<file path="config.mk">
export PLATFORM = sky130hd
export DESIGN_NAME = epff_ctrl
export DESIGN_NICKNAME = d
export VERILOG_FILES = /design/src/rtl/epff_pkg.sv /design/src/rtl/epff_ctrl.sv
export SDC_FILE = /design/constraint.sdc
export NUM_CORES = 1
export LEC_CHECK = 0
export BUFFER_PORTS_ARGS = -buffer_cell sky130_fd_sc_hd__buf_2
export CAP_MARGIN = 25
export CORE_MARGIN = 2
export CORE_UTILIZATION = 51
export CTS_CLUSTER_DIAMETER = 100
export DETAILED_ROUTE_END_ITERATION = 8
export GPL_TIMING_DRIVEN = 0
export PLACE_DENSITY = 0.93
export SLEW_MARGIN = 10
export SYNTH_ARGS = -nofsm -noshare
export SYNTH_HDL_FRONTEND = slang
export SYNTH_SLANG_ARGS = --single-unit
</file>
<file path="constraint.sdc">
create_clock -name i_clk -period 2.6 [get_ports i_clk]
set_input_delay 0.26 -clock i_clk [delete_from_list [all_inputs] [get_ports i_clk]]
set_output_delay 0.26 -clock i_clk [all_outputs]
set_load 0.005 [all_outputs]
</file>
<file path="src/rtl/epff_pkg.sv">
// Package for the exterior perimeter flood fill unit.
// Types, constants and the controller state enum. No dependencies.
package epff_pkg;
    localparam int DEF_MAX_ROWS = 256;
    localparam int DEF_MAX_COLS = 256;
    localparam int DIM_W        = 9;
    localparam int SUM_W        = 19;

    localparam logic [1:0] C_EMPTY   = 2'd0;
    localparam logic [1:0] C_SOLID   = 2'd1;
    localparam logic [1:0] C_OUTSIDE = 2'd2;

    localparam logic CFG_ROWS = 1'b0;
    localparam logic CFG_COLS = 1'b1;

    typedef enum logic [3:0] {
        ST_LOAD,      // taking cells
        ST_BSCAN,     // walk border cells: read
        ST_BCHK,      // border cell data back, push if empty
        ST_POP,       // pop stack top: read stack
        ST_PADR,      // stack data back, get row/col
        ST_NRD,       // read neighbor z
        ST_NCHK,      // neighbor data back, push if empty
        ST_CRD,       // count: read cell
        ST_CCHK,      // cell data back
        ST_CNRD,      // read neighbor z for count
        ST_CNCHK,     // neighbor data back
        ST_OUT        // hold result
    } t_state;

    // controller -> datapath
    typedef struct packed {
        logic load_wr;     // write incoming cell at load index
        logic load_clr;    // load index back to zero
        logic grid_rd_cur; // read grid at scan position
        logic grid_rd_nb;  // read grid at neighbor z
        logic push_cur;    // mark scan cell outside and push
        logic push_nb;     // mark neighbor outside and push
        logic stk_rd;      // pop: read stack at sp-1
        logic latch_pop;   // take popped index into row/col
        logic scan_clr;    // scan position to origin
        logic scan_adv;    // advance scan position
        logic cnt_sel;     // neighbors taken around the scan position
        logic z_clr;
        logic z_adv;
        logic sum_clr;
        logic sum_inc;
        logic out_set;
        logic out_clr;
    } t_cmd;

    // datapath -> controller
    typedef struct packed {
        logic       load_last;  // this cell completes the grid
        logic       scan_last;  // scan position is last cell
        logic       scan_border;
        logic       stk_empty;
        logic [1:0] rd_data;    // registered grid read
        logic       nb_valid;   // neighbor z inside grid
        logic       z_last;
    } t_sts;
endpackage

</file>
<file path="src/rtl/epff_ctrl.sv">
// Controller state machine: load, border fill, stack drain, count, output.
// Depends on epff_pkg.
module epff_ctrl
    import epff_pkg::*;
(
    input  logic i_clk,
    input  logic i_rst_n,
    input  logic i_in_valid,
    input  logic i_out_stall,
    input  logic i_cfg_wr,
    input  t_sts i_sts,
    output logic o_in_stall,
    output logic o_out_valid,
    output t_cmd o_cmd
);
    t_state r_state, n_state;

    always_ff @(posedge i_clk) begin
        if (!i_rst_n) r_state <= ST_LOAD;
        else          r_state <= n_state;
    end

    always_comb begin
        n_state     = r_state;
        o_cmd       = '0;
        o_in_stall  = 1'b1;
        o_out_valid = 1'b0;
        case (r_state)
            ST_LOAD: begin
                o_in_stall = 1'b0;
                if (i_cfg_wr) begin
                    o_cmd.load_clr = 1'b1;
                end else if (i_in_valid) begin
                    o_cmd.load_wr = 1'b1;
                    if (i_sts.load_last) begin
                        o_cmd.load_clr = 1'b1;
                        o_cmd.scan_clr = 1'b1;
                        n_state = ST_BSCAN;
                    end
                end
            end
            ST_BSCAN: begin
                if (i_sts.scan_border) begin
                    o_cmd.grid_rd_cur = 1'b1;
                    n_state = ST_BCHK;
                end else if (i_sts.scan_last) begin
                    o_cmd.scan_clr = 1'b1;
                    o_cmd.sum_clr  = 1'b1;
                    n_state = ST_CRD;
                end else begin
                    o_cmd.scan_adv = 1'b1;
                end
            end
            ST_BCHK: begin
                if (i_sts.rd_data == C_EMPTY) begin
                    o_cmd.push_cur = 1'b1;
                    n_state = ST_POP;
                end else if (i_sts.scan_last) begin
                    o_cmd.scan_clr = 1'b1;
                    o_cmd.sum_clr  = 1'b1;
                    n_state = ST_CRD;
                end else begin
                    o_cmd.scan_adv = 1'b1;
                    n_state = ST_BSCAN;
                end
            end
            ST_POP: begin
                if (i_sts.stk_empty) begin
                    if (i_sts.scan_last) begin
                        o_cmd.scan_clr = 1'b1;
                        o_cmd.sum_clr  = 1'b1;
                        n_state = ST_CRD;
                    end else begin
                        o_cmd.scan_adv = 1'b1;
                        n_state = ST_BSCAN;
                    end
                end else begin
                    o_cmd.stk_rd = 1'b1;
                    n_state = ST_PADR;
                end
            end
            ST_PADR: begin
                o_cmd.latch_pop = 1'b1;
                o_cmd.z_clr = 1'b1;
                n_state = ST_NRD;
            end
            ST_NRD: begin
                if (i_sts.nb_valid) begin
                    o_cmd.grid_rd_nb = 1'b1;
                    n_state = ST_NCHK;
                end else if (i_sts.z_last) begin
                    n_state = ST_POP;
                end else begin
                    o_cmd.z_adv = 1'b1;
                end
            end
            ST_NCHK: begin
                if (i_sts.rd_data == C_EMPTY) o_cmd.push_nb = 1'b1;
                if (i_sts.z_last) begin
                    n_state = ST_POP;
                end else begin
                    o_cmd.z_adv = 1'b1;
                    n_state = ST_NRD;
                end
            end
            ST_CRD: begin
                o_cmd.grid_rd_cur = 1'b1;
                n_state = ST_CCHK;
            end
            ST_CCHK: begin
                o_cmd.z_clr = 1'b1;
                if (i_sts.rd_data == C_SOLID) begin
                    n_state = ST_CNRD;
                end else if (i_sts.scan_last) begin
                    o_cmd.out_set = 1'b1;
                    n_state = ST_OUT;
                end else begin
                    o_cmd.scan_adv = 1'b1;
                    n_state = ST_CRD;
                end
            end
            ST_CNRD: begin
                // grid edge counts at once, no read needed
                o_cmd.cnt_sel = 1'b1;
                if (i_sts.nb_valid) begin
                    o_cmd.grid_rd_nb = 1'b1;
                    n_state = ST_CNCHK;
                end else begin
                    o_cmd.sum_inc = 1'b1;
                    if (i_sts.z_last) begin
                        if (i_sts.scan_last) begin
                            o_cmd.out_set = 1'b1;
                            n_state = ST_OUT;
                        end else begin
                            o_cmd.scan_adv = 1'b1;
                            n_state = ST_CRD;
                        end
                    end else begin
                        o_cmd.z_adv = 1'b1;
                    end
                end
            end
            ST_CNCHK: begin
                o_cmd.cnt_sel = 1'b1;
                if (i_sts.rd_data == C_OUTSIDE && i_sts.nb_valid) o_cmd.sum_inc = 1'b1;
                if (i_sts.z_last) begin
                    if (i_sts.scan_last) begin
                        o_cmd.out_set = 1'b1;
                        n_state = ST_OUT;
                    end else begin
                        o_cmd.scan_adv = 1'b1;
                        n_state = ST_CRD;
                    end
                end else begin
                    o_cmd.z_adv = 1'b1;
                    n_state = ST_CNRD;
                end
            end
            ST_OUT: begin
                o_out_valid = 1'b1;
                if (!i_out_stall) begin
                    o_cmd.out_clr = 1'b1;
                    n_state = ST_LOAD;
                end
            end
            default: n_state = ST_LOAD;
        endcase
    end
endmodule

</file>
=== Word level (Yosys, flattened, before mapping) ===
Index checks and enable logic that the tools add are counted.
W data, S select, Z words.

* Register bits: 4
* Bits in latches: 0
* Bits in writable memories: 0
* ROM bits: 0
* Word-level logic and storage cells: 93
* Memories kept: 0

* Add/sub/neg operators: 0
* $mul: 0
* Div/mod/pow operators: 0
* Order comparisons: 0
* Equal/unequal tests: 20
* Shifts and indexed selects: 0
* Mux-type cells: 64
* Bitwise logic cells: 0
* Reduce and logical (&&, ||, !) cells: 8

{| class="wikitable"
|+ Operator list
! kind !! count
|-
| $mux W4 || 15
|-
| $pmux W4 S12 || 1
|-
| $mux W1 || 33
|-
| $eq A4 B3 Y1 const B || 4
|-
| $eq A4 B4 Y1 const B || 4
|-
| $mux W2 || 6
|-
| $ne A3 B3 Y1 const B || 3
|-
| $eq A4 B2 Y1 const B || 2
|-
| $ne A2 B2 Y1 const B || 4
|-
| $reduce_or A2 Y1 || 4
|-
| $reduce_and A7 Y1 || 1
|-
| $mux W3 || 2
|-
| $pmux W1 S2 || 3
|-
| $pmux W1 S3 || 2
|-
| $pmux W1 S6 || 1
|-
| $eq A4 B1 Y1 const B || 1
|-
| $logic_not A4 Y1 || 1
|-
| $pmux W1 S4 || 1
|-
| $eq A2 B1 Y1 const B || 1
|-
| $eq A2 B2 Y1 const B || 1
|-
| $logic_not A2 Y1 || 1
|-
| $logic_and A1 B1 Y1 || 1
|}

=== Depth between registers and ports, before layout ===
* Word-level depth: 4
* Mapped depth: 7
* Gate-level depth less buffers: 5

=== Worst setup path before layout ===
Ideal clock, no wire load.

* Path type: register to register
* Start: reg r_state[2]
* End: reg r_state[1]
* Arrival: 1.414 ns
* Path slack: 1.057 ns
* Cell stages (with the launch flop): 7
* Path buffers: 1
* Cells stage by stage: dfxtp_1 -> buf_2 -> or4_4 -> o32a_1 -> nand3_1 -> or3_4 -> o22ai_1

* Cells in the longest elaborated chain, start to end: 3
* Elaborated cells between the ends (all ways): 21
* Classes of those cells: eq/ne (18); mux (1); reduce/logical (2)

{| class="wikitable"
|+ Ends and longest elaborated chain
! item !! line !! RTL
|-
| start, declared || epff_ctrl.sv:16 || <nowiki>t_state r_state, n_state;</nowiki>
|-
| start signal, assigned || epff_ctrl.sv:20 || <nowiki>else r_state <= n_state;</nowiki>
|-
| $eq A4 B1 Y1, or another cell as far along || epff_ctrl.sv:28 || <nowiki>case (r_state)</nowiki>
|-
| $ne A3 B3 Y1 (no line) or $ne A2 B2 Y1 (tied branches) || - ||
|-
| $reduce_and A7 Y1 (no line) || - ||
|}

Parallel ways exist; a longest one is shown, timed or not.
A chain may end at the register's enable or synchronous reset.

==> impl_table.tex <==
\begin{tabular}{lr}
\hline
Metric & Value \\
\hline
\multicolumn{2}{l}{\textbf{STA}} \\
\quad Final setup TNS & 0 ns \\
\quad Setup Skew & 0.003321 ns \\
\quad RSZ-0062 raised after global routing & no \\
\quad Worst path setup slack after routing & 0.3448 ns \\
\quad Max frequency & 443.4 MHz \\
\quad Final Critical Period & 2.255 ns \\
\quad Slew Limit Headroom & a little over two thirds \\
\quad Finish-stage setup viols & 0 \\
\quad Final cycle utilization of the critical path & 86.74\% \\
\quad Worst Tran Pin Value & 0.4531 ns \\
\quad Total count of hold-check failures in the final report & 0 \\
\quad Final max-slew violation count & 0 \\
\multicolumn{2}{l}{\textbf{Drt}} \\
\quad Final antenna-violating net count & 0 \\
\quad First DRT Iteration DRCs & 63 \\
\quad Post-Route WL & 2.518 mm \\
\quad Detail-routed via count per cell & 6.371 \\
\quad Mean routed wirelength per cell & 14.81 um \\
\quad Number of detailed-route iterations in the first pass & 4 \\
\quad Total vias in the final route & 1083 \\
\quad DRC viols & 0 \\
\multicolumn{2}{l}{\textbf{Clock tree}} \\
\quad TritonCTS buffer count & 3 \\
\quad Source-to-sink clock delay at the later pin of the worst-skew pair & 0.25 ns \\
\quad \# Post-CTS Setup Buffers & 0 \\
\quad Level count of the clock H-tree & 1 \\
\quad CTS tree & yes \\
\quad Number of gates given a new drive strength after cts & 0 \\
\quad Clock-pin transition on the worst setup and hold timing paths & 0.04 ns \\
\quad CTS root buffer & sky130\_fd\_sc\_hd\_\_clkbuf\_4 \\
\quad \# hold bufs at CTS & 0 \\
\quad Total number of clock tree sinks & 4 \\
\quad Deepest clock path buffer count & 2 \\
\multicolumn{2}{l}{\textbf{Final layout}} \\
\quad Area of all placed cells without fillers & around 970 um2 \\
\quad Register containing the most flip-flops in the final layout & r\_state \\
\quad Registers with the most flip-flops & r\_state: 4 flops \\
\quad Layout overhead on the synthesized area & 24.12\% \\
\quad Net count, final & 169 \\
\quad Diodes inserted & 0 \\
\quad Largest register FFs & 4 \\
\quad Fraction of layout cells with a size suffix above 1 & 29.87\% \\
\quad Utilization of the core after routing & between 60\% and 70\% \\
\multicolumn{2}{l}{\textbf{Floorplanning}} \\
\quad Chip height & 43.07 um \\
\quad Floorplan core area & between 1000 and 1500 um2 \\
\quad Number of core rows & 14 \\
\quad Die boundary width & roughly 43 um \\
\quad Initial core utilization & 52.89\% \\
\quad Die outline area & 1855 um2 \\
\quad Boundary pin count & 32 \\
\multicolumn{2}{l}{\textbf{Worst setup path}} \\
\quad Most used cell, CP & sky130\_fd\_sc\_hd\_\_buf\_2 \\
\quad Worst Reg2Reg Path Length in Cells & 6 \\
\quad CP peak stage delay & $\sim$0.34 ns \\
\quad Crit path kind & reg2out \\
\quad Worst reg2reg endpoint & r\_state[1]\$\_SDFFE\_PN0P\_ \\
\quad Setup slack, reg-to-reg & 0.86 ns \\
\quad Crit end category & output port \\
\quad CP Data Required Time & $\sim$2.3 ns \\
\quad Arrival time worst endpoint & 2.00 ns \\
\quad Series of cell instances along the critical path & buf\_2, nor2b\_1, o21ai\_1, o32ai\_1, and2\_1, a31o\_1, buf\_2 \\
\quad Slowest CP cell & sky130\_fd\_sc\_hd\_\_dfxtp\_1 \\
\quad CP Launch Type & flip-flop \\
\quad Worst R2R Start & r\_state[2]\$\_SDFFE\_PN0P\_ \\
\quad Largest fanout of any net on the critical path & 10 \\
\multicolumn{2}{l}{\textbf{Synth}} \\
\quad Post-synth top area cell & sky130\_fd\_sc\_hd\_\_dfxtp\_1 \\
\quad Unique cell type count in the Yosys netlist & 42 \\
\quad Post-synthesis average cell area & 6.379 um2 \\
\quad Leading cell types by total area after synthesis & sky130\_fd\_sc\_hd\_\_dfxtp\_1 10\%, sky130\_fd\_sc\_hd\_\_a21oi\_1 7.7\%, sky130\_fd\_sc\_hd\_\_nand2b\_1 5.6\%, sky130\_fd\_sc\_hd\_\_nor2\_1 5.3\%, sky130\_fd\_sc\_hd\_\_nor3\_1 5.1\% \\
\quad Synthesized netlist net count & 135 \\
\quad Instance count of the mapped netlist & 122 \\
\quad Sequential area share after synthesis & 10.29\% \\
\quad Share of the synthesized area in the top cell type & 10.29\% \\
\quad Register bit total from synthesis & 4 \\
\quad Netlist area before placement & 778.2 um2 \\
\quad Warnings, synthesis & 0 \\
\multicolumn{2}{l}{\textbf{GRT}} \\
\quad Initial antenna violation count & 0 \\
\quad Maximum number of pins on one net before global-route repair & 11 \\
\quad Total global-route track usage & 28.78\% \\
\quad Global-route congestion overflow total & 0 \\
\quad Met1 usage & around 37\% \\
\quad Met2 GRT Util & 44.55\% \\
\quad GR peak layer & met2 \\
\quad Global-route wire length before repair & between 4 and 5 mm \\
\quad Number of global-route vias before repair & approximately 940 \\
\quad Met3 GRT Util & 4.681\% \\
\multicolumn{2}{l}{\textbf{Placement}} \\
\quad Final GP Congestion & 0.9236 \\
\quad Input/output buffers & 29 \\
\quad Placement Setup Slack & between 0.6 and 0.7 ns \\
\quad Hpwl dp & 1.856 mm \\
\quad Post-DP Area & around 940 um2 \\
\multicolumn{2}{l}{\textbf{Min path}} \\
\quad Path class of the lowest-slack min-delay path & in2reg \\
\quad Min-Delay Path Depth & 3 \\
\quad Source of the worst hold timing path & i\_rst\_n \\
\quad Endpoint, Worst Hold & r\_state[0]\$\_SDFFE\_PN0P\_ \\
\multicolumn{2}{l}{\textbf{Flow run}} \\
\quad MaxCap Viol Count & 0 \\
\multicolumn{2}{l}{\textbf{Outcome}} \\
\quad Run status & finished, final reports clean \\
\multicolumn{2}{l}{\textbf{Power}} \\
\quad Max VDD drop & 0.2369 mV \\
\quad Leak pwr & between 0.4 and 0.5 nW \\
\quad Pwr per Cell Area & between 500 and 600 nW/um2 \\
\quad Tot Pwr & approximately 0.00048 W \\
\hline
\end{tabular}
-- how the worst max path moves through the flow --
stage / start / endpoint / slack (ns) / depth (start not counted)
after global routing: r_state[1]$_SDFFE_PN0P_ / o_cmd[8] / 0.24 / 7
after floorplan: r_state[2]$_SDFFE_PN0P_ / r_state[1]$_SDFFE_PN0P_ / 1.06 / 6
after CTS: r_state[1]$_SDFFE_PN0P_ / o_cmd[8] / 0.42 / 7
after detailed placement: r_state[1]$_SDFFE_PN0P_ / o_cmd[8] / 0.69 / 7
after global placement: r_state[0]$_SDFFE_PN0P_ / o_cmd[1] / 0.74 / 5
final: r_state[1]$_SDFFE_PN0P_ / o_cmd[8] / 0.34 / 7
-- worst max-delay path: cells and delay by family (launching register included) --
kind	cells	cell delay (ns)
AND/OR/NAND/NOR	2	0.56
buffers and inverters	2	0.33
AO/OA/AOI/OAI	3	0.52
flip-flops	1	0.34
-- stage by stage --
stage / instances / hold slack [ns]
after detailed placement: 167 / 0.5477
after floorplan: 122 / 0.4057
after global placement: 167 / 0.5380
final: 170 / 0.3000
after global routing: 170 / 0.3319
after CTS: 170 / 0.2987
-- synth_stat cells, drive strengths merged --
cell type	number
nor3b	2
a211oi	2
nor3	8
inv	4
nand2	8
nand4b	2
nand4	1
or3	5
xnor2	1
nor4	2
nor2	11
or2b	1
nand3	3
and3b	1
nand2b	7
and2	2
o22ai	3
or4	1
nor2b	6
and4bb	1
and4	1
o31ai	1
or3b	1
a21oi	12
a221oi	1
o211ai	1
a2bb2oi	1
o21ai	7
clkbuf	4
o32a	1
o41ai	1
a31oi	2
o32ai	1
a31o	2
mux2i	2
dfxtp	4
buf	8
or2	1
-- layer usage --
layer	up-vias	part of all wire, %
met2	80	48
met3	9	9.6
met1	485	41
li1	509	-
met4	0	1.8
met5	-	0
-- area by class of cell --
type,count,area (um2)
Multi-Input combinational cell,102,629.4
Fill cell,132,505.5
Timing Repair Buffer,29,145.1
Sequential cell,4,80.08
Buffer,12,53.80
Clock buffer,3,22.52
Tap cell,16,20.02
Inverter,4,15.01
-- power breakdown --
group,leakage (nW),internal [W],switching (W)
clock network,0.0138,0.0000520,0.0000306
logic,0.373,0.000141,0.000179
registers,0.0325,0.0000705,0.0000115
-- cell families after synthesis --
family,share of synthesized area [%]
buffers and inverters,8.840
multiplexers,2.572
flip-flops,10.29
XOR/XNOR,2.091
AO/OA/AOI/OAI,28.14
AND/OR/NAND/NOR,48.07
-- cells in the final DEF, fill, tap and decap left out, types with 2 or more instances in the layout --
master	instances
sky130_fd_sc_hd__a211oi_1	2
sky130_fd_sc_hd__a21oi_1	12
sky130_fd_sc_hd__a31o_1	2
sky130_fd_sc_hd__a31oi_1	2
sky130_fd_sc_hd__and2_1	2
sky130_fd_sc_hd__buf_2	36
sky130_fd_sc_hd__clkbuf_1	4
sky130_fd_sc_hd__clkbuf_4	3
sky130_fd_sc_hd__dfxtp_1	4
sky130_fd_sc_hd__inv_1	3
sky130_fd_sc_hd__mux2i_1	2
sky130_fd_sc_hd__nand2_1	8
sky130_fd_sc_hd__nand2b_1	7
sky130_fd_sc_hd__nand3_1	3
sky130_fd_sc_hd__nand4b_1	2
sky130_fd_sc_hd__nor2_1	11
sky130_fd_sc_hd__nor2b_1	6
sky130_fd_sc_hd__nor3_1	8
sky130_fd_sc_hd__nor3b_1	2
sky130_fd_sc_hd__nor4_1	2
sky130_fd_sc_hd__o21ai_0	2
sky130_fd_sc_hd__o21ai_1	5
sky130_fd_sc_hd__o22ai_1	3
sky130_fd_sc_hd__or3_1	4
(Power assumes the default switching activity.)
